==> src/rbd_pkg.sv <==
package rbd_pkg;

	localparam int MAX_WIDTH_DEF  = 256;
	localparam int MAX_HEIGHT_DEF = 256;

	localparam logic [8:0]  SCREEN_RESET = 9'd256;
	localparam logic [19:0] FRAME_RESET  = 20'd16000;

	localparam logic [2:0] OP_FILL  = 3'd0;
	localparam logic [2:0] OP_COPY  = 3'd1;
	localparam logic [2:0] OP_WRITE = 3'd2;
	localparam logic [2:0] OP_READ  = 3'd3;
	localparam logic [2:0] OP_TICK  = 3'd4;

	typedef struct packed {
		logic [2:0]  op;
		logic [8:0]  dst_x;
		logic [8:0]  dst_y;
		logic [8:0]  rect_width;
		logic [8:0]  rect_height;
		logic [8:0]  src_x;
		logic [8:0]  src_y;
		logic [23:0] color;
		logic [47:0] now_us;
	} cmd_t;

	typedef struct packed {
		logic        status;
		logic [23:0] read_color;
		logic        present;
		logic [8:0]  present_x;
		logic [8:0]  present_y;
		logic [8:0]  present_width;
		logic [8:0]  present_height;
	} rsp_t;

	typedef struct packed {
		logic [8:0]  screen_width;
		logic [8:0]  screen_height;
		logic [19:0] frame_interval_us;
	} cfg_t;

	typedef struct packed {
		logic [8:0] base_x;
		logic [8:0] base_y;
		logic [8:0] off_x;
		logic [8:0] off_y;
	} agu_req_t;

	typedef struct packed {
		logic        we;
		logic        re;
		logic [23:0] wdata;
	} mem_req_t;

endpackage

==> src/rbd_agu.sv <==
module rbd_agu #(
	parameter int MAX_WIDTH = rbd_pkg::MAX_WIDTH_DEF,
	parameter int AW        = 16
) (
	input  rbd_pkg::agu_req_t req,
	output logic [AW-1:0]     addr
);

	localparam int PW = AW + 10;

	logic [9:0]    row;
	logic [9:0]    col;
	logic [PW-1:0] lin;

	assign row  = {1'b0, req.base_y} + {1'b0, req.off_y};
	assign col  = {1'b0, req.base_x} + {1'b0, req.off_x};
	assign lin  = PW'(row) * PW'(MAX_WIDTH) + PW'(col);
	assign addr = lin[AW-1:0];

endmodule

==> config.mk <==
export PLATFORM = sky130hd
export DESIGN_NAME = rbd_agu
export DESIGN_NICKNAME = d
export VERILOG_FILES = /design/src/rbd_pkg.sv /design/src/rbd_agu.sv
export SDC_FILE = /design/constraint.sdc
export NUM_CORES = 1
export LEC_CHECK = 0
export BUFFER_PORTS_ARGS = -buffer_cell sky130_fd_sc_hd__buf_4
export CAP_MARGIN = 5
export CORE_MARGIN = 2
export CORE_UTILIZATION = 40
export DETAILED_ROUTE_END_ITERATION = 12
export MAX_ROUTING_LAYER = met4
export PLACE_DENSITY = 0.79
export SLEW_MARGIN = 20
export SYNTH_ARGS = -nofsm -noshare
export SYNTH_HDL_FRONTEND = slang
export SYNTH_SLANG_ARGS = --single-unit
==> constraint.sdc <==
create_clock -name vclk -period 9.45
set_clock_uncertainty 0.2 [all_clocks]
set_input_delay 2.835 -clock vclk [all_inputs]
set_output_delay 2.835 -clock vclk [all_outputs]
set_load 0.05 [all_outputs]
== After elaboration in Yosys (flattened, before gate mapping) ==
Index checks and enable logic that the tools add are counted.
Cells by class
  $add $sub $neg: 3
Operators by type and width (count)
  $add 16x10->16: 1
  $add 9x9->10: 1
  $add 8x8->8: 1
Word-level totals
  register bits after elaboration: 0

== Depth between registers and ports, before layout ==
Gate-level depths: netlist (run 1).
  depth in word-level cells: 2
  depth in mapped cells: 10

== Worst setup path after synthesis (run 1) ==
No wires, ideal clock.
  path type: in2out
  from: in req[0] in the netlist's numbering
  to: out addr[13]
  arrival: 5634 ps
  setup slack: 781 ps
  stages: 9
  cell sequence: ha_1 -> inv_1 -> fa_1 -> inv_1 -> ha_1 -> a21o_1 -> a21oi_1 -> o31ai_4 -> a21boi_0
Between the ends
  longest elaborated chain between the ends: 2
Ends and longest elaborated chain
  start: declaration: RTL line rbd_agu.sv:5  | input rbd_pkg::agu_req_t req,
  $add 8x8->8: RTL line rbd_agu.sv:15  | assign row = {1'b0, req.base_y} + {1'b0, req.off_y};
  $add 16x10->16: RTL line rbd_agu.sv:17  | assign lin = PW'(row) * PW'(MAX_WIDTH) + PW'(col);
  end: declaration: RTL line rbd_agu.sv:6  | output logic [AW-1:0] addr
Every way passes these cells.

== Worst setup path after layout (run 1) ==
Same ends and word-level chain as after synthesis.

==> run_results.csv, run 1 <==
group,metric,value,unit
worst_hold_path,min_path_type,"input pin to output port",
floorplan,coreArea,2000,sq um
drt,drt_first_pass_iters,4,
critical_path,worstSetupEndpointType,"output port",
synth,ys_warn_count,0,
clocking,cts_setup_buffers,0,
drt,drc,0,
layout,area_growth,47.2,%
floorplan,dieArea,2560,sq um
synth,synth_area_leader_cell,"ha_1",
drt,drt_iter0_drc,11,
timing,setup_viol,0,
place,dp_hpwl,1870,um
place,place.port_buffers,50,
synth,ys_types,26,
layout,n_antenna_cell,0,
critical_path,start_kind,"input pin",
power_and_ir_drop,p_leak,0.676,nW
layout,regArea,0,sq um
floorplan,rows,16,
place,post-place-ws,1120,ps
timing,rsz0062_at_grt,"false",
timing,fin_crit_sh,88.1,%
clocking,ctsResizeCount,0,
outcome,status,"complete, no violations",
global_routing,grt_antenna_before_repair,0,
drt,avgViaCountPerCell,5.01,
layout,numSequentialCells,0,
global_routing,grt_pass1_wl,3180,um
critical_path,worstPathArrival,5290,ps
timing,final_hold_viol_count,0,
place,dpl_cell_area,1280,sq um
synth,syn_area_per_cell,8.26,sq um
layout,drive_above_1_share,34.2,%
synth,yosysTopAreaCellShare,34.6,%
synth,syn-instance-count,105,
drt,detail-route-antenna-nets,0,
critical_path,cp.required,6420,ps
timing,tightest_slew,529,ps
critical_path,crit_type,"input pin to output port",
layout,clock_buffers,0,
power_and_ir_drop,ir_drop,0.0000905,V
layout,design_area,1280,sq um
global_routing,overflow,0,
power_and_ir_drop,power_frac_comb,100.0,%
power_and_ir_drop,power.density,145,nW/um^2
timing,clock.fmax,0.120,GHz
clocking,cts_hold_buf,0,
place,gp_congestion,0.745,
floorplan,io_pins,52,
timing,finalMaxSlewViolations,0,
synth,syn_nets,168,
power_and_ir_drop,p_switching,118,uW
drt,vias,912,
global_routing,grt_pass1_vias,835,
floorplan,die_width,50.6,um
job,drv_cap,0,
power_and_ir_drop,seqPwrFrac,0,%
synth,ys_top_cells_by_area,"ha_1, xnor2_1, a21oi_1, fa_1, xor2_1",
global_routing,grt_max_degree,7,
power_and_ir_drop,intPower,67.0,uW
layout,fin_nets,220,
power_and_ir_drop,p_clk_share,0,%
drt,finalWirelength,2020,um
timing,fin_crit,8320,ps
timing,setup_tns,0,ps
critical_path,cp_max_fo,4,
synth,syn_area,867,sq um
power_and_ir_drop,p_sw_share,63.8,%
drt,post_drt_wl_per_cell,11.1,um
floorplan,start_util,43.3,%
floorplan,die_h,50.6,um
synth,ys_seq_area_share,0,%
timing,setup_ws,1130,ps
global_routing,grt_use_total,15.3,%
timing,relSlewSlack,64.5,%
routing by layer:
metal  share of wire (%)  up-vias  track usage [%]
met5                   0        -                -
met4                0.79        0             1.35
met3                 6.4        2            0.893
met2                  51       36             30.0
met1                  42      398             17.6
li1                    -      476                -
layout make-up:
| class | count | area, sq um |
|---|---|---|
| fill | 182 | 726 |
| tap | 27 | 33.8 |
| timing repair buffer | 50 | 375 |
| multi-input combinational | 99 | 845 |
| inverter | 6 | 22.5 |
power by group through the flow:
stage / Sequential, mW / Combinational (mW) / Clock, mW
2_1_floorplan: 0 / 0.135 / 0
3_3_place_gp: 0 / 0.183 / 0
3_5_place_dp: 0 / 0.186 / 0
4_1_cts: 0 / 0.187 / 0
5_1_grt: 0 / 0.197 / 0
6_report: 0 / 0.185 / 0
placed cells by master, fill, tap and decap left out:
cell,netlist,layout
ha_1,24,24
fa_1,3,3
xor2_1,6,6
and3_1,1,1
a211oi_2,1,1
and4_1,1,1
nand3_1,1,1
nand4_1,1,1
nand2b_1,3,3
nor2b_1,1,1
nand2_1,5,5
inv_1,6,6
o21a_1,4,4
a21boi_0,1,1
a21o_1,3,3
nor3b_1,1,1
buf_4,0,50
or3_1,1,1
o21ai_0,2,2
a21oi_1,12,12
nor2_1,9,9
a22o_1,1,1
o21bai_1,2,2
xnor2_1,12,12
and2_4,1,1
o31ai_4,1,1
a31oi_1,2,2
worst max-delay path: stages:
cell      delay (ps)
buf_4            110
ha_1             270
inv_1             50
fa_1             480
inv_1             40
ha_1             330
a21o_1           190
a21oi_1          260
o31ai_4          140
a22o_1           240
a21boi_0         120
buf_4            210
per-stage QoR:
step	power, mW	util [%]	hold slack [ps]	std cells
after floorplan	0.135	-	5840	105
after global placement	0.183	63.7	5840	182
after detailed placement	0.186	63.7	5850	182
after CTS	0.187	63.7	5850	182
after global routing	0.197	63.7	5860	182
final	0.185	63.7	5850	182
path summary, 6_finish.rpt:
| check | slack (ps) | startpoint | endpoint | cells past startpoint |
|---|---|---|---|---|
| hold / removal | 5850 | req[27] | addr[0] | 3 |
| setup / recovery | 1130 | req[0] | addr[13] | 12 |
synthesized netlist by cell type, drive strengths merged, types with 2 or more instances:
cell type	number
o21a	4
o21bai	2
a21o	3
fa	3
a21oi	12
xnor2	12
nor2	9
a31oi	2
xor2	6
nand2b	3
inv	6
ha	24
nand2	5
o21ai	2
kinds of logic after synthesis:
kind of cell	Yosys count	share of synthesized area (%)
compound gates	29	23.1
simple gates	25	14.6
xor+xnor	18	18.2
fa+ha+maj	27	41.6
buf+inv	6	2.60
Note: power is estimated with default switching activity, not from simulation.
==> run 2: changes to the inputs <==
Settings changed: CELL_PAD_IN_SITES_DETAIL_PLACEMENT set to 1, CELL_PAD_IN_SITES_GLOBAL_PLACEMENT set to 1, CORE_UTILIZATION 40 to 34, PLACE_DENSITY 0.79 to 0.94.
==> run 2 against run 1 <==
Flip-flop and latch count unchanged; largest cell class unchanged; via count grew 1.8%; sequential share of layout area is the same; first-iteration DRC count is 82% lower; design area grew 0.29%.
==> run_results.csv, run 2 (same netlist as run 1, synthesis figures left out) <==
group,metric,value,unit
outcome,status,"complete, no violations",
floorplan,rows,18,
drt,avgViaCountPerCell,5.02,
global_routing,grt_max_degree,7,
clocking,cts_hold_buf,0,
critical_path,crit_type,"input pin to output port",
global_routing,grt_pass1_vias,989,
timing,relSlewSlack,66.2,%
power_and_ir_drop,ir_drop,0.0000740,V
global_routing,grt_use_total,15.9,%
place,gp_congestion,0.649,
drt,finalWirelength,2350,um
critical_path,worstPathArrival,5300,ps
power_and_ir_drop,p_leak,0.676,nW
drt,wl_met2,1360,um
place,post-place-ws,1080,ps
timing,fin_crit_sh,88.2,%
clocking,ctsResizeCount,0,
timing,setup_viol,0,
drt,drc,0,
layout,final_cell_mix,"buf_4, ha_1, xnor2_1, a21oi_1, nor2_1",
layout,regArea,0,sq um
timing,clock.fmax,0.120,GHz
power_and_ir_drop,power,188,uW
global_routing,overflow,0,
critical_path,cp_max_fo,4,
drt,detail-route-antenna-nets,0,
floorplan,io_pins,52,
timing,setup_tns,0,ps
floorplan,die_h,54.5,um
drt,post_drt_wl_per_cell,12.7,um
layout,n_fill_cell,321,
place,dp_hpwl,2200,um
layout,numSequentialCells,0,
drt,top_layer,"met3",
critical_path,cp.required,6420,ps
clocking,cts_setup_buffers,0,
drt,drt_first_pass_iters,3,
layout,n_antenna_cell,0,
layout,drive_above_1_share,34.2,%
critical_path,start_kind,"input pin",
worst_hold_path,min_from,"req[27]",
drt,drt_iter0_drc,2,
timing,tightest_slew,505,ps
floorplan,coreArea,2450,sq um
global_routing,grt_pass1_wl,3620,um
floorplan,start_util,35.3,%
floorplan,dieArea,2970,sq um
timing,finalMaxSlewViolations,0,
layout,fin_nets,220,
timing,setup_ws,1110,ps
timing,rsz0062_at_grt,"false",
layout,final_common_cell,"buf_4",
critical_path,path_cells,"buf_4 > ha_1 > inv_1 > fa_1 > inv_1 > ha_1 > a21o_1 > a21oi_1 > o31ai_4 > a22o_1 > a21boi_0 > buf_4",
timing,final_hold_viol_count,0,
job,drv_cap,0,
layout,clock_buffers,0,
power_and_ir_drop,power.density,147,nW/um^2
critical_path,slowest_stage,"fa_1",
drt,wl_met1,853,um
worst_hold_path,min_path_cells,3,
worst_hold_path,min_path_type,"input pin to output port",
critical_path,worstSetupEndpointType,"output port",
place,place.port_buffers,50,
drt,wl_met3,135,um
drt,vias,928,
timing,fin_crit,8340,ps
floorplan,die_width,54.5,um
critical_path,cp_slowest_stage_delay,470,ps
layout,area_growth,47.6,%
worst_hold_path,min_to,"addr[0]",
global_routing,grt_antenna_before_repair,0,
run 2: cell counts in the layout (fill, tap and decap cells not counted):
Identical to the previous run, type by type.
run 2: through the flow:
step | hold WS, ps | cells | area, sq um | util, %
2_1_floorplan | 5840 | 105 | 867 | -
3_3_place_gp | 5840 | 185 | 1280 | 52.1
3_5_place_dp | 5870 | 185 | 1280 | 52.1
4_1_cts | 5870 | 185 | 1280 | 52.1
5_1_grt | 5870 | 185 | 1280 | 52.1
6_report | 5860 | 185 | 1280 | 52.1
run 2: report_power, final:
part,switching [mW],internal (mW)
logic,0.121,0.0670
clock network,0,0
registers,0,0
run 2: metal layers:
layer | vias to the layer above | global-route usage [%]
met5 | - | -
met3 | 0 | 1.37
li1 | 478 | -
met2 | 29 | 35.5
met4 | 0 | 0.417
met1 | 421 | 14.8
run 2: worst max path at each step:
stage,start,to,slack (ps),cells past startpoint
2_1_floorplan,req[0],addr[13],780,9
4_1_cts,req[0],addr[13],1090,12
3_5_place_dp,req[0],addr[13],1080,12
5_1_grt,req[0],addr[13],990,12
3_3_place_gp,req[10],addr[13],1180,11
6_report,req[0],addr[13],1110,12
run 2: area by class of cell:
| type | count | area, sq um | area share (%) |
|---|---|---|---|
| repair buffers | 50 | 375 | 29.3 |
| inverters | 6 | 22.5 | 1.76 |
| multi-input cells | 99 | 845 | 66.0 |
| well taps | 30 | 37.5 | 2.93 |
run 2: worst max-delay path, delay by kind of cell:
kind                       cells  cell delay [ps]
AOI/OAI and AO/OA              5              980
adders and majority gates      3             1080
buffers and inverters          4              420
