$ cat src/rbd_pkg.sv
package rbd_pkg;

	localparam int MAX_WIDTH_DEF  = 256;
	localparam int MAX_HEIGHT_DEF = 256;

	localparam logic [8:0]  SCREEN_RESET = 9'd256;
	localparam logic [19:0] FRAME_RESET  = 20'd16000;

	localparam logic [2:0] OP_FILL  = 3'd0;
	localparam logic [2:0] OP_COPY  = 3'd1;
	localparam logic [2:0] OP_WRITE = 3'd2;
	localparam logic [2:0] OP_READ  = 3'd3;
	localparam logic [2:0] OP_TICK  = 3'd4;

	typedef struct packed {
		logic [2:0]  op;
		logic [8:0]  dst_x;
		logic [8:0]  dst_y;
		logic [8:0]  rect_width;
		logic [8:0]  rect_height;
		logic [8:0]  src_x;
		logic [8:0]  src_y;
		logic [23:0] color;
		logic [47:0] now_us;
	} cmd_t;

	typedef struct packed {
		logic        status;
		logic [23:0] read_color;
		logic        present;
		logic [8:0]  present_x;
		logic [8:0]  present_y;
		logic [8:0]  present_width;
		logic [8:0]  present_height;
	} rsp_t;

	typedef struct packed {
		logic [8:0]  screen_width;
		logic [8:0]  screen_height;
		logic [19:0] frame_interval_us;
	} cfg_t;

	typedef struct packed {
		logic [8:0] base_x;
		logic [8:0] base_y;
		logic [8:0] off_x;
		logic [8:0] off_y;
	} agu_req_t;

	typedef struct packed {
		logic        we;
		logic        re;
		logic [23:0] wdata;
	} mem_req_t;

endpackage

$ cat src/rbd_cfg.sv
module rbd_cfg (
	input  logic              clk,
	input  logic              arst_n,
	input  logic              psel,
	input  logic              penable,
	input  logic              pwrite,
	input  logic [3:0]        paddr,
	input  logic [31:0]       pwdata,
	output logic [31:0]       prdata,
	output logic              pready,
	output rbd_pkg::cfg_t     cfg
);

	localparam logic [1:0] REG_SCREEN_WIDTH  = 2'd0;
	localparam logic [1:0] REG_SCREEN_HEIGHT = 2'd1;
	localparam logic [1:0] REG_FRAME_INTERVAL = 2'd2;

	rbd_pkg::cfg_t cfg_q;
	logic          wr_en;

	assign pready = 1'b1;
	assign wr_en  = psel & penable & pwrite;
	assign cfg    = cfg_q;

	always_ff @(posedge clk or negedge arst_n) begin
		if (!arst_n) begin
			cfg_q.screen_width      <= rbd_pkg::SCREEN_RESET;
			cfg_q.screen_height     <= rbd_pkg::SCREEN_RESET;
			cfg_q.frame_interval_us <= rbd_pkg::FRAME_RESET;
		end else if (wr_en) begin
			unique case (paddr[3:2])
				REG_SCREEN_WIDTH:   cfg_q.screen_width      <= pwdata[8:0];
				REG_SCREEN_HEIGHT:  cfg_q.screen_height     <= pwdata[8:0];
				REG_FRAME_INTERVAL: cfg_q.frame_interval_us <= pwdata[19:0];
				default: ;
			endcase
		end
	end

	always_comb begin
		unique case (paddr[3:2])
			REG_SCREEN_WIDTH:   prdata = {23'd0, cfg_q.screen_width};
			REG_SCREEN_HEIGHT:  prdata = {23'd0, cfg_q.screen_height};
			REG_FRAME_INTERVAL: prdata = {12'd0, cfg_q.frame_interval_us};
			default:            prdata = 32'd0;
		endcase
	end

endmodule

$ cat config.mk
export PLATFORM = sky130hd
export DESIGN_NAME = rbd_cfg
export DESIGN_NICKNAME = d
export VERILOG_FILES = /design/src/rbd_pkg.sv /design/src/rbd_cfg.sv
export SDC_FILE = /design/constraint.sdc
export NUM_CORES = 1
export LEC_CHECK = 0
export ABC_AREA = 0
export BUFFER_PORTS_ARGS = -buffer_cell sky130_fd_sc_hd__buf_4
export CORE_ASPECT_RATIO = 0.7
export CORE_UTILIZATION = 46
export CTS_CLUSTER_SIZE = 16
export DETAILED_ROUTE_END_ITERATION = 8
export GPL_TIMING_DRIVEN = 1
export PLACE_DENSITY = 0.9
export SYNTH_ARGS = -nofsm -noshare
export SYNTH_HDL_FRONTEND = slang
export SYNTH_SLANG_ARGS = --single-unit
$ cat constraint.sdc
create_clock -name clk -period 3 [get_ports clk]
set_input_delay 0.9 -clock clk [delete_from_list [all_inputs] [get_ports clk]]
set_output_delay 0.9 -clock clk [all_outputs]
set_load 0.02 [all_outputs]
After elaboration in Yosys (flattened, before gate mapping) --
Index checks and enable logic that the tools add are counted.
Word-level totals: register bits 38, bits in latches 0, bits in writable memories 0, bits in read-only memories 0, input bits 41, output and inout port bits 71, word-level logic and storage cells 12, memories 0
Operators by class: $add $sub $neg 0, multiply operators 0, divide/modulo/power cells 0, order comparisons 0, eq/ne operators 2, shift-type cells 0, multiplexer cells 1, bitwise operators 2, reduce and logical (&&, ||, !) cells 4
Operators with widths (number):
- 20-bit case mux with 3 select lines | 1
- 2-bit AND reduction | 3
- 1-bit AND | 2
- 2-bit by 1-bit == test with 1-bit output, second input constant | 1
- 2-bit == test, second input constant | 1
- 2-bit logical NOT | 1

Logic depth before layout (Yosys ltp) --
Gate-level depths: netlist of the first run.
depth after elaboration 3, depth in mapped cells 5, gate-level depth less buffers 3

Least setup slack after synthesis of the first run --
OpenSTA, ideal clock, no wires.
path kind in2out, from input port paddr[2], to output port prdata[0], data arrival time 1.745 ns, data required time 2.100 ns, path slack 0.355 ns, cell stages on the path 3, buffers on the path 1, path through buf_2 -> mux2i_1 -> o21ai_0
Between the ends: longest elaborated chain between the ends 2, elaborated cells between the ends (all ways) 4, classes of those cells eq/ne (2); mux (1); reduce/logical (1)
Ends and longest elaborated chain:
- start: declaration | RTL line rbd_cfg.sv:7 | input logic [3:0] paddr,
- 2-bit == test (tied with other cells) | RTL line rbd_cfg.sv:41 | unique case (paddr[3:2])
- 20-bit case mux with 3 select lines * | RTL line rbd_cfg.sv:41
- end: declaration | RTL line rbd_cfg.sv:9 | output logic [31:0] prdata,
Mark *: on every way between the ends. The rest lies on a longest branch, timed or not.

Worst setup path in the final report of the first run --
from input port paddr[3], to output port prdata[0]
The elaborated chain is that of the path after synthesis.

==> metrics.cfg, run 1 <==
[run_status]
status = finished clean

[yosys]
synth_top_family_by_area = multiplexers
ys.flop_type = dfrtp_1
syn_area_per_cell_sq_um = 13.2
post_synth_fa_ha_maj_area_fraction_pct = 0
syn_area_sq_mm = 0.00185
synth-simple-area-share_pct = 8.16
synth-seq-cells = 38
ys_seq_area_share_pct = 51.8
async_flop_share_pct = 100
muxShareOfSynthArea_pct = 29.8
netlist_instances = 141
yosys_warnings = 0
synth_edf_count = 0
synthXorXnorAreaFrac_pct = 0
synth_compound_area_share_pct = 2.43
synth.distinct_cells = 19

[sta]
hold_violations = 0
slew_violations = 0
hold_slack_ps = 532
skew_ps = 0
slew_headroom_pct = 59.2
tightest_slew_ps = 613
timing.fmax_mhz = 357
post-route-period-util_pct = 93.3
rsz0062_at_grt = no
period_needed_ps = 2800
setup_tns_ps = 0
worst_slack_ps = 201
setup_viol = 0

[cts]
hold_buffers = 0
root_buffer = clkbuf_8
cts_tree = built
clock_path_buffers = 2
postCtsSetupRepairBufs = 0
clkSlewWorstSetupHoldPaths_ps = 70
clk_latency_ps = 290
cts.sinks = 38
cts_made_buffers = 5
htreeDepth = 2
ctsResizeCount = 0

[grt]
grt_usage_pct = 21.6
grt_overflow_total = 0
antenna_found_initial = 0
grt_pass1_vias = 1244
grt_max_degree = 39
grt_first_pass_wirelength_um = 6620

[setup_path]
critPathKind = in -> out
reg2reg_from = cfg[32]
slowest_stage = buf_4
arrival_ps = 1900
startpoint_type = input pin
r2r_end = cfg[32]
r2r_slack_ps = 2190
cpPeakStageDelay_ps = 230
crit_chain = buf_4 > nor2b_1 > buf_4 > nand2_1 > o21ai_0 > buf_4
critPathTopFamily = buffers and inverters
critPathBufInv = 3
crit_fanout = 16
cp_data_required_time_ps = 2100
worst_setup_path_end_kind = output pin
cp_common_cell = buf_4
r2r_cells = 1

[die]
core_sq_mm = 0.00369
initial_core_util_pct = 50.2
die_h_um = 55.1
dieArea_sq_mm = 0.00429
num_rows = 18
boundaryPins = 112
die_x_um = 77.9

[drt]
finalWirelength_um = 4270
first_pass_iters = 4
vias_per_cell = 4.80
drc = 0
postRouteAntennaNets = 0
dr.max_layer_used = met4
wl_met1_um = 1980
wl_per_cell_um = 15.3
wl_met2_um = 2000
initialDrtViolationCount = 26
route.met3.wl_um = 249
via_count = 1338

[layout]
stdcell_area_sq_mm = 0.00259
nets = 269
drive_above_1_share_pct = 63.8
mostFrequentLayoutCell = buf_4
layout_common_cells = buf_4, dfrtp_1, mux2_2
fin_util_pct = 70.1
largest_reg_flops = 38
area_growth_pct = 39.6
diodes = 0

[pwr]
ir_drop_uv = 468
leakagePower_uw = 0.00131
powerDensity_mw_per_mm2 = 699

[placement]
portBuffers = 84
post_dp_cell_area_sq_mm = 0.00249
pre_cts_ws_ps = 243
gp_congestion = 0.676
dp_hpwl_um = 3130

[min_path]
hold_path.class = reg -> reg
worstHoldPathCells = 1
min_from = cfg[18]
min_to = cfg[18]

[job]
maxCapViolCount = 0

## stage by stage
step,std cells,total power (uW)
final,279,1810
after global routing,279,1910
after CTS,279,1820
after detailed placement,271,1460
after global placement,271,1440
after floorplan,152,1140
## cell usage after synthesis, types with 2 or more instances
cell     instances  area share (%)
mux2_4           9             7.3
and2_1          11             3.7
nand2_1          9             1.8
o21ai_0          9             2.4
buf_2            4             1.1
dfrtp_1         30              40
conb_1           2            0.41
mux2i_1          9             4.9
mux2_2          29              18
dfstp_2          8              11
buf_4           13             5.3
## worst max-delay path by stage
stage,to,from,cells after the start,slack [ps]
3_5_place_dp,prdata[0],paddr[3],6,240
4_1_cts,prdata[0],paddr[3],6,240
3_3_place_gp,prdata[0],paddr[3],6,290
2_1_floorplan,prdata[0],paddr[2],3,360
6_report,prdata[0],paddr[3],6,200
5_1_grt,prdata[0],paddr[3],6,160
## cell families (layout without fill, tap and decap cells)
family,after synthesis,count (layout)
flops,38,38
buf+inv,20,97
simple gates,25,25
mux,47,47
compound gates,9,9
other cells,2,13
## power by group
part	switching [uW]	internal (uW)	leakage, uW
Combinational	354	343	0.000807
Clock	177	185	0.0000472
Sequential	99.3	651	0.000452
## layer usage
metal | track usage [%] | vias up
li1 | - | 628
met1 | 28.8 | 650
met2 | 34.7 | 55
met3 | 5.25 | 5
met4 | 8.49 | 0
met5 | 0 | -
## cell type report
| class | instances | area (sq um) |
|---|---|---|
| timing repair buffer | 89 | 668 |
| fill | 277 | 1100 |
| clock buffer | 6 | 82.6 |
| clock inverter | 2 | 12.5 |
| tap | 50 | 62.6 |
| sequential | 38 | 961 |
| multi-input combinational | 94 | 802 |
Note: power is estimated with default switching activity, not from simulation.
==> inputs of run 2 (changes only) <==
--- a/config.mk
+++ b/config.mk
@@ -7,10 +7,10 @@
 export LEC_CHECK = 0
 export ABC_AREA = 0
 export BUFFER_PORTS_ARGS = -buffer_cell sky130_fd_sc_hd__buf_4
-export CORE_ASPECT_RATIO = 0.7
 export CORE_UTILIZATION = 46
 export CTS_CLUSTER_SIZE = 16
 export DETAILED_ROUTE_END_ITERATION = 8
+export GPL_ROUTABILITY_DRIVEN = 0
 export GPL_TIMING_DRIVEN = 1
 export PLACE_DENSITY = 0.9
 export SYNTH_ARGS = -nofsm -noshare
==> run 2 against run 1 <==
Effect of this change: worst hold slack improved by 4.6 ps; via count rose by 1.9%; global-route usage fell by 1.7 points; cell count fell by 0.36%; sequential share of layout area barely moved; wire length fell by 3.7%; largest cell class unchanged; combinational power fell by 0.7%; sequential power barely moved; worst setup slack improved by 80 ps.
==> metrics.cfg, run 2 (synthesis gave the netlist of run 1 again) <==
[placement]
dp_hpwl_um = 3090
portBuffers = 84

[sta]
hold_violations = 0
rsz0062_at_grt = no
setup_tns_ps = 0
skew_ps = 0
timing.fmax_mhz = 368
period_needed_ps = 2720
tightest_slew_ps = 602
setup_viol = 0
post-route-period-util_pct = 90.6
slew_headroom_pct = 59.9
hold_slack_ps = 536
slew_violations = 0

[drt]
initialDrtViolationCount = 55
first_pass_iters = 4
drc = 0
postRouteAntennaNets = 0
finalWirelength_um = 4110
wl_per_cell_um = 14.8
vias_per_cell = 4.91
via_count = 1364

[cts]
htreeDepth = 2
clock_path_buffers = 2
clkSlewWorstSetupHoldPaths_ps = 70
clk_latency_ps = 280
ctsResizeCount = 0
cts.sinks = 38
cts_made_buffers = 5
cts_tree = built
hold_buffers = 0
postCtsSetupRepairBufs = 0
root_buffer = clkbuf_8

[die]
die_x_um = 65.5
dieArea_sq_mm = 0.00429
core_sq_mm = 0.00377
initial_core_util_pct = 49.2
die_h_um = 65.5
boundaryPins = 112
num_rows = 22

[setup_path]
reg2reg_from = cfg[23]
startpoint_type = input pin
r2r_cells = 1
r2r_slack_ps = 2200
arrival_ps = 1820
critPathKind = in -> out
cp_data_required_time_ps = 2100
crit_fanout = 13
worst_setup_path_end_kind = output pin
r2r_end = cfg[23]

[pwr]
ir_drop_uv = 454
power_frac_clock_pct = 19.8
combPwrFrac_pct = 38.5
p_switching_uw = 618
switching_share_pct = 34.4
p_total_uw = 1800
powerDensity_mw_per_mm2 = 694
seq_power_share_pct = 41.7
intPower_uw = 1180
leakagePower_uw = 0.00131

[grt]
grt_overflow_total = 0
grt_max_degree = 39
grt_first_pass_wirelength_um = 6360
use_met3_pct = 4.69
antenna_found_initial = 0
busiest_layer = met2
met1_usage_pct = 23.9
grt_usage_pct = 19.9
grt_pass1_vias = 1328
met2_usage_pct = 34.5

[min_path]
worstHoldPathCells = 1
hold_path.class = reg -> reg
min_from = cfg[18]
min_to = cfg[18]

[job]
maxCapViolCount = 0

[layout]
largest_reg_flops = 38
mostFrequentLayoutCell = buf_4
fin_util_pct = 68.7
diodes = 0
area_growth_pct = 39.7
drive_above_1_share_pct = 63.5
nets = 270
layout_common_cells = buf_4, dfrtp_1, mux2_2

[run_status]
status = finished clean

run 2: cell types whose count changed in the layout (fill, tap and decap cells not counted):
cell | before | now
buf_4 | 89 | 90
clkbuf_1 | 0 | 1
clkinvlp_4 | 1 | 0
run 2: stage by stage:
stage	area, sq um	cells	setup WS [ps]
after floorplan	1900	152	355
after global placement	2500	270	289
after detailed placement	2500	270	289
after CTS	2590	278	279
after global routing	2590	278	166
final	2590	278	281
run 2: power by group through the flow:
| stage | logic, uW | registers, uW | clock network (uW) |
|---|---|---|---|
| final | 692 | 749 | 357 |
| after global routing | 734 | 766 | 388 |
| after CTS | 699 | 749 | 366 |
| after detailed placement | 698 | 758 | 0 |
| after global placement | 685 | 750 | 0 |
| after floorplan | 248 | 888 | 0 |
run 2: layout make-up:
class / instances / area (sq um)
clock buffer: 7 / 86.3
multi-input combinational: 94 / 802
fill: 293 / 1180
timing repair buffer: 90 / 676
sequential: 38 / 961
tap: 48 / 60.1
clock inverter: 1 / 5.00
run 2: per-layer routing:
metal	vias to the layer above	part of all wire, %
met2	49	53
met4	0	1.5
met1	675	41
li1	634	-
met3	6	4.9
met5	-	0
run 2: worst max-delay path: stages:
cell     delay (ps)
buf_4           180
nor2b_1         240
buf_4           190
nand2_1          60
o21ai_0          70
buf_4           170
run 2: worst max-delay path by stage:
stage | startpoint | end | depth (start not counted)
finish | paddr[3] | prdata[2] | 6
global route | paddr[3] | prdata[5] | 6
CTS | paddr[3] | prdata[2] | 6
detailed placement | paddr[3] | prdata[5] | 6
global placement | paddr[3] | prdata[5] | 6
floorplan | paddr[2] | prdata[0] | 3
