--- src/rbd_pkg.sv ---
package rbd_pkg;

	localparam int MAX_WIDTH_DEF  = 256;
	localparam int MAX_HEIGHT_DEF = 256;

	localparam logic [8:0]  SCREEN_RESET = 9'd256;
	localparam logic [19:0] FRAME_RESET  = 20'd16000;

	localparam logic [2:0] OP_FILL  = 3'd0;
	localparam logic [2:0] OP_COPY  = 3'd1;
	localparam logic [2:0] OP_WRITE = 3'd2;
	localparam logic [2:0] OP_READ  = 3'd3;
	localparam logic [2:0] OP_TICK  = 3'd4;

	typedef struct packed {
		logic [2:0]  op;
		logic [8:0]  dst_x;
		logic [8:0]  dst_y;
		logic [8:0]  rect_width;
		logic [8:0]  rect_height;
		logic [8:0]  src_x;
		logic [8:0]  src_y;
		logic [23:0] color;
		logic [47:0] now_us;
	} cmd_t;

	typedef struct packed {
		logic        status;
		logic [23:0] read_color;
		logic        present;
		logic [8:0]  present_x;
		logic [8:0]  present_y;
		logic [8:0]  present_width;
		logic [8:0]  present_height;
	} rsp_t;

	typedef struct packed {
		logic [8:0]  screen_width;
		logic [8:0]  screen_height;
		logic [19:0] frame_interval_us;
	} cfg_t;

	typedef struct packed {
		logic [8:0] base_x;
		logic [8:0] base_y;
		logic [8:0] off_x;
		logic [8:0] off_y;
	} agu_req_t;

	typedef struct packed {
		logic        we;
		logic        re;
		logic [23:0] wdata;
	} mem_req_t;

endpackage

--- src/rbd_seq.sv ---
module rbd_seq #(
	parameter int MAX_WIDTH  = rbd_pkg::MAX_WIDTH_DEF,
	parameter int MAX_HEIGHT = rbd_pkg::MAX_HEIGHT_DEF,
	parameter int DEPTH      = MAX_WIDTH * MAX_HEIGHT,
	parameter int AW         = 16
) (
	input  logic               clk,
	input  logic               arst_n,
	input  logic               start,
	output logic               busy,
	input  rbd_pkg::cmd_t      cmd,
	output logic               done,
	output rbd_pkg::rsp_t      rsp,
	input  rbd_pkg::cfg_t      cfg,
	output rbd_pkg::agu_req_t  agu_req,
	input  logic [AW-1:0]      agu_addr,
	output rbd_pkg::mem_req_t  mem_req,
	output logic [AW-1:0]      mem_addr,
	input  logic [23:0]        mem_rdata
);

	typedef enum logic [2:0] {
		S_CLEAR,
		S_IDLE,
		S_CHECK,
		S_FILL,
		S_RD,
		S_WR,
		S_RESP
	} state_t;

	state_t        state_q;
	rbd_pkg::cmd_t cmd_q;
	rbd_pkg::rsp_t rsp_q;
	logic          done_q;
	logic [AW-1:0] clr_q;
	logic [8:0]    ro_q, co_q, rw_q, rh_q;
	logic          xback_q, yback_q;
	logic          pend_q;
	logic [8:0]    dmg_l_q, dmg_t_q, dmg_r_q, dmg_b_q;
	logic [47:0]   last_q;

	logic [9:0]    eff_w, eff_h;
	logic          fit_dst, fit_src, fit_pix;
	logic          col_last, row_last;
	logic [8:0]    col_next, row_next, col_first;
	logic [8:0]    mk_w, mk_h, mk_r, mk_b;
	logic [8:0]    nl, nt, nr, nb;
	logic [47:0]   elapsed;
	logic          tick_ok;
	logic          use_src;

	assign busy = (state_q != S_IDLE);
	assign done = done_q;
	assign rsp  = rsp_q;

	always_comb begin
		if (32'(cfg.screen_width) > MAX_WIDTH) begin
			eff_w = 10'(MAX_WIDTH);
		end else begin
			eff_w = {1'b0, cfg.screen_width};
		end
		if (32'(cfg.screen_height) > MAX_HEIGHT) begin
			eff_h = 10'(MAX_HEIGHT);
		end else begin
			eff_h = {1'b0, cfg.screen_height};
		end
	end

	assign fit_dst = ({1'b0, cmd_q.dst_x} + {1'b0, cmd_q.rect_width} <= eff_w) &&
		({1'b0, cmd_q.dst_y} + {1'b0, cmd_q.rect_height} <= eff_h);
	assign fit_src = ({1'b0, cmd_q.src_x} + {1'b0, cmd_q.rect_width} <= eff_w) &&
		({1'b0, cmd_q.src_y} + {1'b0, cmd_q.rect_height} <= eff_h);
	assign fit_pix = ({1'b0, cmd_q.dst_x} < eff_w) && ({1'b0, cmd_q.dst_y} < eff_h);

	// The damage box grows by the target rectangle; a pixel write counts as 1x1.
	always_comb begin
		if (cmd_q.op == rbd_pkg::OP_WRITE) begin
			mk_w = 9'd1;
			mk_h = 9'd1;
		end else begin
			mk_w = cmd_q.rect_width;
			mk_h = cmd_q.rect_height;
		end
		mk_r = cmd_q.dst_x + mk_w;
		mk_b = cmd_q.dst_y + mk_h;
		if (!pend_q) begin
			nl = cmd_q.dst_x;
			nt = cmd_q.dst_y;
			nr = mk_r;
			nb = mk_b;
		end else begin
			nl = (cmd_q.dst_x < dmg_l_q) ? cmd_q.dst_x : dmg_l_q;
			nt = (cmd_q.dst_y < dmg_t_q) ? cmd_q.dst_y : dmg_t_q;
			nr = (mk_r > dmg_r_q) ? mk_r : dmg_r_q;
			nb = (mk_b > dmg_b_q) ? mk_b : dmg_b_q;
		end
	end

	assign elapsed = cmd_q.now_us - last_q;
	assign tick_ok = pend_q && (elapsed >= {28'd0, cfg.frame_interval_us});

	assign col_last  = xback_q ? (co_q == 9'd0) : (co_q == rw_q - 9'd1);
	assign row_last  = yback_q ? (ro_q == 9'd0) : (ro_q == rh_q - 9'd1);
	assign col_next  = xback_q ? co_q - 9'd1 : co_q + 9'd1;
	assign row_next  = yback_q ? ro_q - 9'd1 : ro_q + 9'd1;
	assign col_first = xback_q ? rw_q - 9'd1 : 9'd0;

	assign use_src = (state_q == S_RD) && (cmd_q.op == rbd_pkg::OP_COPY);

	always_comb begin
		agu_req.base_x = use_src ? cmd_q.src_x : cmd_q.dst_x;
		agu_req.base_y = use_src ? cmd_q.src_y : cmd_q.dst_y;
		agu_req.off_x  = co_q;
		agu_req.off_y  = ro_q;
	end

	always_comb begin
		mem_req.we    = 1'b0;
		mem_req.re    = 1'b0;
		mem_req.wdata = cmd_q.color;
		mem_addr      = agu_addr;
		unique case (state_q)
			S_CLEAR: begin
				mem_req.we    = 1'b1;
				mem_req.wdata = 24'd0;
				mem_addr      = clr_q;
			end
			S_FILL: begin
				mem_req.we = 1'b1;
			end
			S_RD: begin
				mem_req.re = 1'b1;
			end
			S_WR: begin
				mem_req.we    = 1'b1;
				mem_req.wdata = mem_rdata;
			end
			default: ;
		endcase
	end

	always_ff @(posedge clk or negedge arst_n) begin
		if (!arst_n) begin
			state_q <= S_CLEAR;
			clr_q   <= '0;
			cmd_q   <= '0;
			rsp_q   <= '0;
			done_q  <= 1'b0;
			ro_q    <= '0;
			co_q    <= '0;
			rw_q    <= '0;
			rh_q    <= '0;
			xback_q <= 1'b0;
			yback_q <= 1'b0;
			pend_q  <= 1'b0;
			dmg_l_q <= '0;
			dmg_t_q <= '0;
			dmg_r_q <= '0;
			dmg_b_q <= '0;
			last_q  <= '0;
		end else begin
			done_q <= 1'b0;
			unique case (state_q)
				S_CLEAR: begin
					clr_q <= clr_q + AW'(1);
					if (clr_q == AW'(DEPTH - 1)) begin
						state_q <= S_IDLE;
					end
				end
				S_IDLE: begin
					if (start) begin
						cmd_q   <= cmd;
						state_q <= S_CHECK;
					end
				end
				S_CHECK: begin
					rsp_q   <= '0;
					state_q <= S_IDLE;
					xback_q <= 1'b0;
					yback_q <= 1'b0;
					ro_q    <= '0;
					co_q    <= '0;
					rw_q    <= cmd_q.rect_width;
					rh_q    <= cmd_q.rect_height;
					unique case (cmd_q.op)
						rbd_pkg::OP_FILL: begin
							if (!fit_dst) begin
								rsp_q.status <= 1'b1;
								done_q       <= 1'b1;
							end else begin
								pend_q  <= 1'b1;
								dmg_l_q <= nl;
								dmg_t_q <= nt;
								dmg_r_q <= nr;
								dmg_b_q <= nb;
								if (cmd_q.rect_width == 9'd0 || cmd_q.rect_height == 9'd0) begin
									done_q <= 1'b1;
								end else begin
									state_q <= S_FILL;
								end
							end
						end
						rbd_pkg::OP_COPY: begin
							if (!fit_dst || !fit_src) begin
								rsp_q.status <= 1'b1;
								done_q       <= 1'b1;
							end else begin
								pend_q  <= 1'b1;
								dmg_l_q <= nl;
								dmg_t_q <= nt;
								dmg_r_q <= nr;
								dmg_b_q <= nb;
								xback_q <= cmd_q.dst_x > cmd_q.src_x;
								yback_q <= cmd_q.dst_y > cmd_q.src_y;
								if (cmd_q.dst_x > cmd_q.src_x) begin
									co_q <= cmd_q.rect_width - 9'd1;
								end
								if (cmd_q.dst_y > cmd_q.src_y) begin
									ro_q <= cmd_q.rect_height - 9'd1;
								end
								if (cmd_q.rect_width == 9'd0 || cmd_q.rect_height == 9'd0) begin
									done_q <= 1'b1;
								end else begin
									state_q <= S_RD;
								end
							end
						end
						rbd_pkg::OP_WRITE: begin
							rw_q <= 9'd1;
							rh_q <= 9'd1;
							if (!fit_pix) begin
								rsp_q.status <= 1'b1;
								done_q       <= 1'b1;
							end else begin
								pend_q  <= 1'b1;
								dmg_l_q <= nl;
								dmg_t_q <= nt;
								dmg_r_q <= nr;
								dmg_b_q <= nb;
								state_q <= S_FILL;
							end
						end
						rbd_pkg::OP_READ: begin
							if (!fit_pix) begin
								rsp_q.status <= 1'b1;
								done_q       <= 1'b1;
							end else begin
								state_q <= S_RD;
							end
						end
						rbd_pkg::OP_TICK: begin
							done_q <= 1'b1;
							if (tick_ok) begin
								last_q               <= cmd_q.now_us;
								pend_q               <= 1'b0;
								rsp_q.present        <= 1'b1;
								rsp_q.present_x      <= dmg_l_q;
								rsp_q.present_y      <= dmg_t_q;
								rsp_q.present_width  <= dmg_r_q - dmg_l_q;
								rsp_q.present_height <= dmg_b_q - dmg_t_q;
							end
						end
						default: begin
							done_q <= 1'b1;
						end
					endcase
				end
				S_FILL, S_WR: begin
					if (col_last) begin
						co_q <= col_first;
						if (row_last) begin
							done_q  <= 1'b1;
							state_q <= S_IDLE;
						end else begin
							ro_q <= row_next;
							if (state_q == S_WR) begin
								state_q <= S_RD;
							end
						end
					end else begin
						co_q <= col_next;
						if (state_q == S_WR) begin
							state_q <= S_RD;
						end
					end
				end
				S_RD: begin
					if (cmd_q.op == rbd_pkg::OP_COPY) begin
						state_q <= S_WR;
					end else begin
						state_q <= S_RESP;
					end
				end
				S_RESP: begin
					rsp_q.read_color <= mem_rdata;
					done_q           <= 1'b1;
					state_q          <= S_IDLE;
				end
				default: begin
					state_q <= S_IDLE;
				end
			endcase
		end
	end

endmodule

--- config.mk ---
export PLATFORM = sky130hd
export DESIGN_NAME = rbd_seq
export DESIGN_NICKNAME = d
export VERILOG_FILES = /design/src/rbd_pkg.sv /design/src/rbd_seq.sv
export SDC_FILE = /design/constraint.sdc
export NUM_CORES = 1
export LEC_CHECK = 0
export BUFFER_PORTS_ARGS = -buffer_cell sky130_fd_sc_hd__buf_2
export CAP_MARGIN = 25
export CORE_AREA = 8 8 241 243
export CTS_CLUSTER_DIAMETER = 30
export CTS_CLUSTER_SIZE = 8
export DETAILED_ROUTE_END_ITERATION = 12
export DIE_AREA = 0 0 249 251
export GPL_TIMING_DRIVEN = 0
export PLACE_DENSITY = 0.65
export SYNTH_ARGS = -nofsm -noshare
export SYNTH_HDL_FRONTEND = slang
export SYNTH_SLANG_ARGS = --single-unit
--- constraint.sdc ---
create_clock -name clk -period 4.2 [get_ports clk]
set_input_delay 0.84 -clock clk [delete_from_list [all_inputs] [get_ports clk]]
set_output_delay 0.84 -clock clk [all_outputs]
set_load 0.005 [all_outputs]
Word-level counts from Yosys, hierarchy flattened
Index checks and enable logic that the tools add are counted.

$add $sub $neg: 18. Magnitude comparators: 15. Equal/unequal tests: 22. Multiplexer cells: 87. Reductions and logical operators: 28.

Operators with widths (number): two-way mux 9 bit (38); case mux 9 bit (3 select lines) (4); case mux 24 bit (2 select lines) (2); two-way mux 37 bit (2); subtractor 9 x 1 -> 9 bit (second input constant) (6); greater-or-equal comparator 48 x 20 -> 1 bit (1); subtractor 48 bit (1); adder 9 x 9 -> 10 bit (4); less-or-equal comparator 10 bit (4); > comparator 9 bit (4); zero test 9 bit (4); case mux 9 bit (2 select lines) (2); two-way mux 3 bit (8); < comparator 9 x 10 -> 1 bit (2); two-way mux 1 bit (20); adder 9 x 1 -> 9 bit (second input constant) (2); adder 9 bit (2); == test 9 bit (2); > comparator 9 bit (second input constant) (2); < comparator 9 bit (2); subtractor 9 bit (2); adder 16 x 1 -> 16 bit (second input constant) (1); == test 16 bit (second input constant) (1); two-way mux 16 bit (1); 23 further kinds (53).

Register bits: 334. Input port bits: 210. Output and inout bits: 142. Logic and storage cells: 201.

Logic depth before layout (Yosys ltp)
Depth in word-level cells: 9. Depth in mapped cells: 23. Mapped depth without buffers: 21.

Least setup slack after synthesis
No wires, ideal clock.

Kind: flip-flop to flip-flop. Start: reg cmd_q[0] in the netlist's numbering. End: reg last_q[0]. Setup time: 0.125 ns. Arrival time: 4.481 ns. Required time: 4.075 ns. Slack: -0.406 ns. Stages on the path, launching flop included: 24. Buffers on the path: 2. Clock period less this slack: 4.606 ns. Path through: dfrtp_1 -> inv_1 -> ha_1 -> inv_1 -> fa_1 -> a21o_1 -> a221o_1 -> nand2_2 -> a21oi_1 -> nor2_1 -> xnor2_1 -> ha_1 -> a21oi_1 -> nand2_1 -> a211oi_1 -> o221a_2 -> nand4_1 -> a2111oi_2 -> nand4_1 -> nor4_4 -> nor2_2 -> buf_6 -> buf_6 -> mux2_4.

Word-level cells in the longest chain between the ends: 4.

RTL lines: from (decl) (line rbd_seq.sv:33) `rbd_pkg::cmd_t cmd_q;`; from (signal assigned) (line rbd_seq.sv:173) `cmd_q <= cmd;`; subtractor 48 bit (line rbd_seq.sv:100) `assign elapsed = cmd_q.now_us - last_q;`; greater-or-equal comparator 48 x 20 -> 1 bit (line rbd_seq.sv:101) `assign tick_ok = pend_q && (elapsed >= {28'd0, cfg.frame_interval_us});`; logical AND 1 bit (line rbd_seq.sv:101); AND reduction 3 bit (no line); to (signal assigned) (line rbd_seq.sv:255) `last_q <= cmd_q.now_us;`; to (decl) (line rbd_seq.sv:41) `logic [47:0] last_q;`.

Parallel ways exist; a longest one is shown, timed or not. A chain may end at the register's enable or synchronous reset.

Worst setup path in the final report
Start: reg cmd_q[0] in the netlist's numbering. End: reg last_q[3].

Word-level cells in the longest chain between the ends: 4.

RTL lines (line): subtractor 48 bit (rbd_seq.sv:100); greater-or-equal comparator 48 x 20 -> 1 bit (rbd_seq.sv:101); logical AND 1 bit (rbd_seq.sv:101); AND reduction 3 bit (no line).

No other way between the ends.

==> flow_summary.toml <==
[yosys]
seq_area_frac_synth_pct = 34.56
synth_edf_count = 0
syn_avg_cell_area_um2 = 9.574
yosysTopAreaCell = "dfrtp_1"
synthTopCellsByArea = "dfrtp_1, ha_1, mux2_2"
ys_warn_count = 0
netlist.area_leader.share_pct = 34.56
yosys_most_used_dff = "dfrtp_1"
ys_async_sr_fraction_pct = 100.0
synth_area_mm2 = 0.02418
yosys_register_bits = 334
synth_cell_type_count = 87
postSynthCellCount = 2526
synth_nets = 3005

[clocking]
cts.path.max_buffers = 3
clkSlewWorstSetupHoldPaths_ns = 0.04
clock_sinks = 334
clock_latency_ns = 0.62
cts-root-buf = "clkbuf_16"
numCtsBuffers = 92
cts_tree = "yes"
cts_htree_levels = 3

[critical_path]
endpoint = "last_q[3]$_DFFE_PN0P_"
cp_max_fo = 10
critPathLaunchType = "flop"
r2r-start = "cmd_q[0]$_DFFE_PN0P_"
r2r_slack_ns = -0.78
ff2ff_path_depth = 24
r2r-end = "last_q[3]$_DFFE_PN0P_"
required_ns = 4.68
end_kind = "flop"
worstSetupStartpoint = "cmd_q[0]$_DFFE_PN0P_"
critPathKind = "reg -> reg"
cp.arrival_ns = 5.46

[floorplanning]
io_pins = 352
dieArea_mm2 = 0.06250
start_util_pct = 44.50
rows = 86
fp.dieW_um = 249
core_area_mm2 = 0.05434
die_h_um = 251

[power]
power_density_mw_per_mm2 = 969.8
p_switching_uw = 13350
pwr-share-seq_pct = 19.4
p_int_uw = 17550
power_frac_comb_pct = 57.5
p_clk_share_pct = 23.2
p_total_uw = 30900
peakVddDrop_v = 0.0005317
p_leak_uw = 0.01494
netSwitchingFraction_pct = 43.21

[routing]
via_count = 21657
ant_nets = 0
route.detailed.drc = 0
dr.pass1.iters = 7
drt_first_iter_violations = 1291
drt-total-wl_mm = 82.44
via_per_inst = 5.643
wl_per_cell_um = 21.48

[sta]
hold_slack_ns = 0.1760
hold_viol_final = 0
fin_crit_sh_pct = 118.6
finalSetupViolCount = 131
finalCriticalPeriod_ns = 4.983
report.final.slew_viol_count = 0
setup_slack_ns = -0.7828
fmax_mhz = 200.7
relSlewSlack_pct = 37.15
rsz0062_at_grt = "yes"
skew_ns = 0.02667
worst_pin_slew_ns = 0.9428
finalSetupTns_ns = -64.96

[status]
status = "finished, violations left"
failed_checks = "negative setup slack"

[finish]
final-instance-count-excl-fill = 3838
multi_input_area_mm2 = 0.01536
finalNetCount = 3536
synthToLayoutAreaGrowth_pct = 31.77
regArea_mm2 = 0.008373
drive_above_1_share_pct = 31.34
fillCellCount = 4624

[placed_design]
placed_cells_incl_taps = 3586
numPortBuffers = 351
hpwlAfterDp_mm = 62.91
gp_congestion = 0.9363

[global_route]
grtUsageTotal_pct = 25.45
grt_pass1_vias = 22773
antenna_found_initial = 1
grt_pass1_wl_mm = 127.4
grt_overflow_total = 0
grt_max_degree = 106

[job]
cap_violations = 0

[min_path]
hp-class = "in -> async"
-- cell type report --
class	instances	share of cell area (%)
diodes	1	0.007853
plain buffers	91	1.653
clock buffers	127	8.269
clock inverters	43	1.889
inverters	209	2.462
multi-input cells	1891	48.21
flip-flops and latches	334	26.28
well taps	704	2.764
repair buffers	438	8.469
-- power by group through the flow --
| stage | sequential, uW | combinational (uW) | clock (uW) |
|---|---|---|---|
| after floorplan | 5330 | 11900 | 0 |
| after global placement | 5950 | 15400 | 0 |
| after detailed placement | 6000 | 15900 | 0 |
| after CTS | 5950 | 16900 | 7250 |
| after global routing | 6140 | 19700 | 7430 |
| final | 5990 | 17800 | 7160 |
-- synth_stat cells, drive strengths merged (20+ instances only) --
cell	count
nor3	35
o21bai	28
dfrtp	334
nor2	138
mux2	226
a21oi	159
clkbuf	63
xnor2	95
nand2	230
ha	258
o21a	35
nand3	32
a21o	65
a211oi	20
and2	22
a22o	61
xor2	54
inv	207
o21ai	153
buf	29
nand4	45
-- worst min path at each step --
stage / endpoint / slack (ns) / cells after the start
after floorplan: clr_q[10]$_DFFE_PN0P_ / 0.45 / 1
after global placement: rsp[54]$_DFFE_PN0P_ / 0.46 / 2
after detailed placement: rsp[53]$_DFFE_PN0P_ / 0.47 / 2
after CTS: last_q[16]$_DFFE_PN0P_ / 0.18 / 1
after global routing: cmd_q[7]$_DFFE_PN0P_ / 0.20 / 1
final: cmd_q[7]$_DFFE_PN0P_ / 0.18 / 1
-- critical path: stages, from the launching register on --
cell and delay (ns):
dfrtp_1 0.38, inv_2 0.09, ha_4 0.14, inv_2 0.03, fa_2 0.36, a21o_1 0.19, a221o_2 0.45, nand2_4 0.10
a21oi_2 0.05, nor2_1 0.12, xnor2_1 0.17, ha_1 0.31, a21oi_2 0.16, nand2_2 0.09, a211oi_4 0.25, o221a_2 0.22
nand4_1 0.13, a2111oi_4 0.24, nand4_1 0.26, nor4_4 0.20, buf_4 0.19, nor2_4 0.07, buf_12 0.17, buf_12 0.16
mux2_4 0.29
-- layer usage --
layer  track usage [%]  routed length, um
met4             10.80               3220
met5                 0                  0
met1             31.34              35000
met2             43.58              40380
met3             4.730               3842
-- cells by family (layout without fill, tap and decap cells) --
family                     after synthesis  after routing  synth area share [%]
adders and majority gates              269            269                 14.26
muxes                                  231            231                 11.27
xor gates and xnor gates               149            149                 5.396
DFF                                    334            334                 34.56
buffers and inverters                  301            908                 4.920
AOI/OAI and AO/OA                      642            642                 17.84
and+or+nand+nor                        600            600                 11.74
other                                    0              1                     0
-- cells in the final DEF (no fill, tap or decap), types with 74 or more instances in the layout --
| cell | instances |
|---|---|
| nor2_1 | 129 |
| mux2_2 | 147 |
| dfrtp_1 | 322 |
| clkbuf_16 | 99 |
| xnor2_1 | 95 |
| o21ai_0 | 129 |
| buf_2 | 367 |
| mux2_4 | 74 |
| ha_1 | 250 |
| inv_1 | 204 |
| nand2_1 | 225 |
| a21oi_1 | 125 |
-- metrics by stage --
stage                     setup slack [ns]  cell area, um^2  utilization [%]
after floorplan                   -0.08129            24340                -
after global placement              -4.150            26980            49.65
after detailed placement            -1.412            27110            49.88
after CTS                          -0.7599            31360            57.72
after global routing               -0.9298            31870            58.64
final                              -0.7828            31870            58.64
-- flip-flops by register name, indices dropped and copies added, names as in the netlist, 3 cells and up --
| name | count |
|---|---|
| last_q | 48 |
| rw_q | 9 |
| cmd_q | 129 |
| dmg_l_q | 9 |
| clr_q | 16 |
| rsp | 62 |
| dmg_r_q | 9 |
| dmg_t_q | 9 |
| dmg_b_q | 9 |
| ro_q | 9 |
| co_q | 9 |
| state_q | 3 |
| rh_q | 9 |
-- repair_timing --
action,CTS,global route
endpoints found under the hold margin,0,0
gates resized for setup,121,83
endpoints found under the setup margin,145,147
setup buffers,49,30
hold buffers,0,0
pin swaps,41,37
cloned,6,1
No activity file was read; power rests on OpenSTA's default activity.
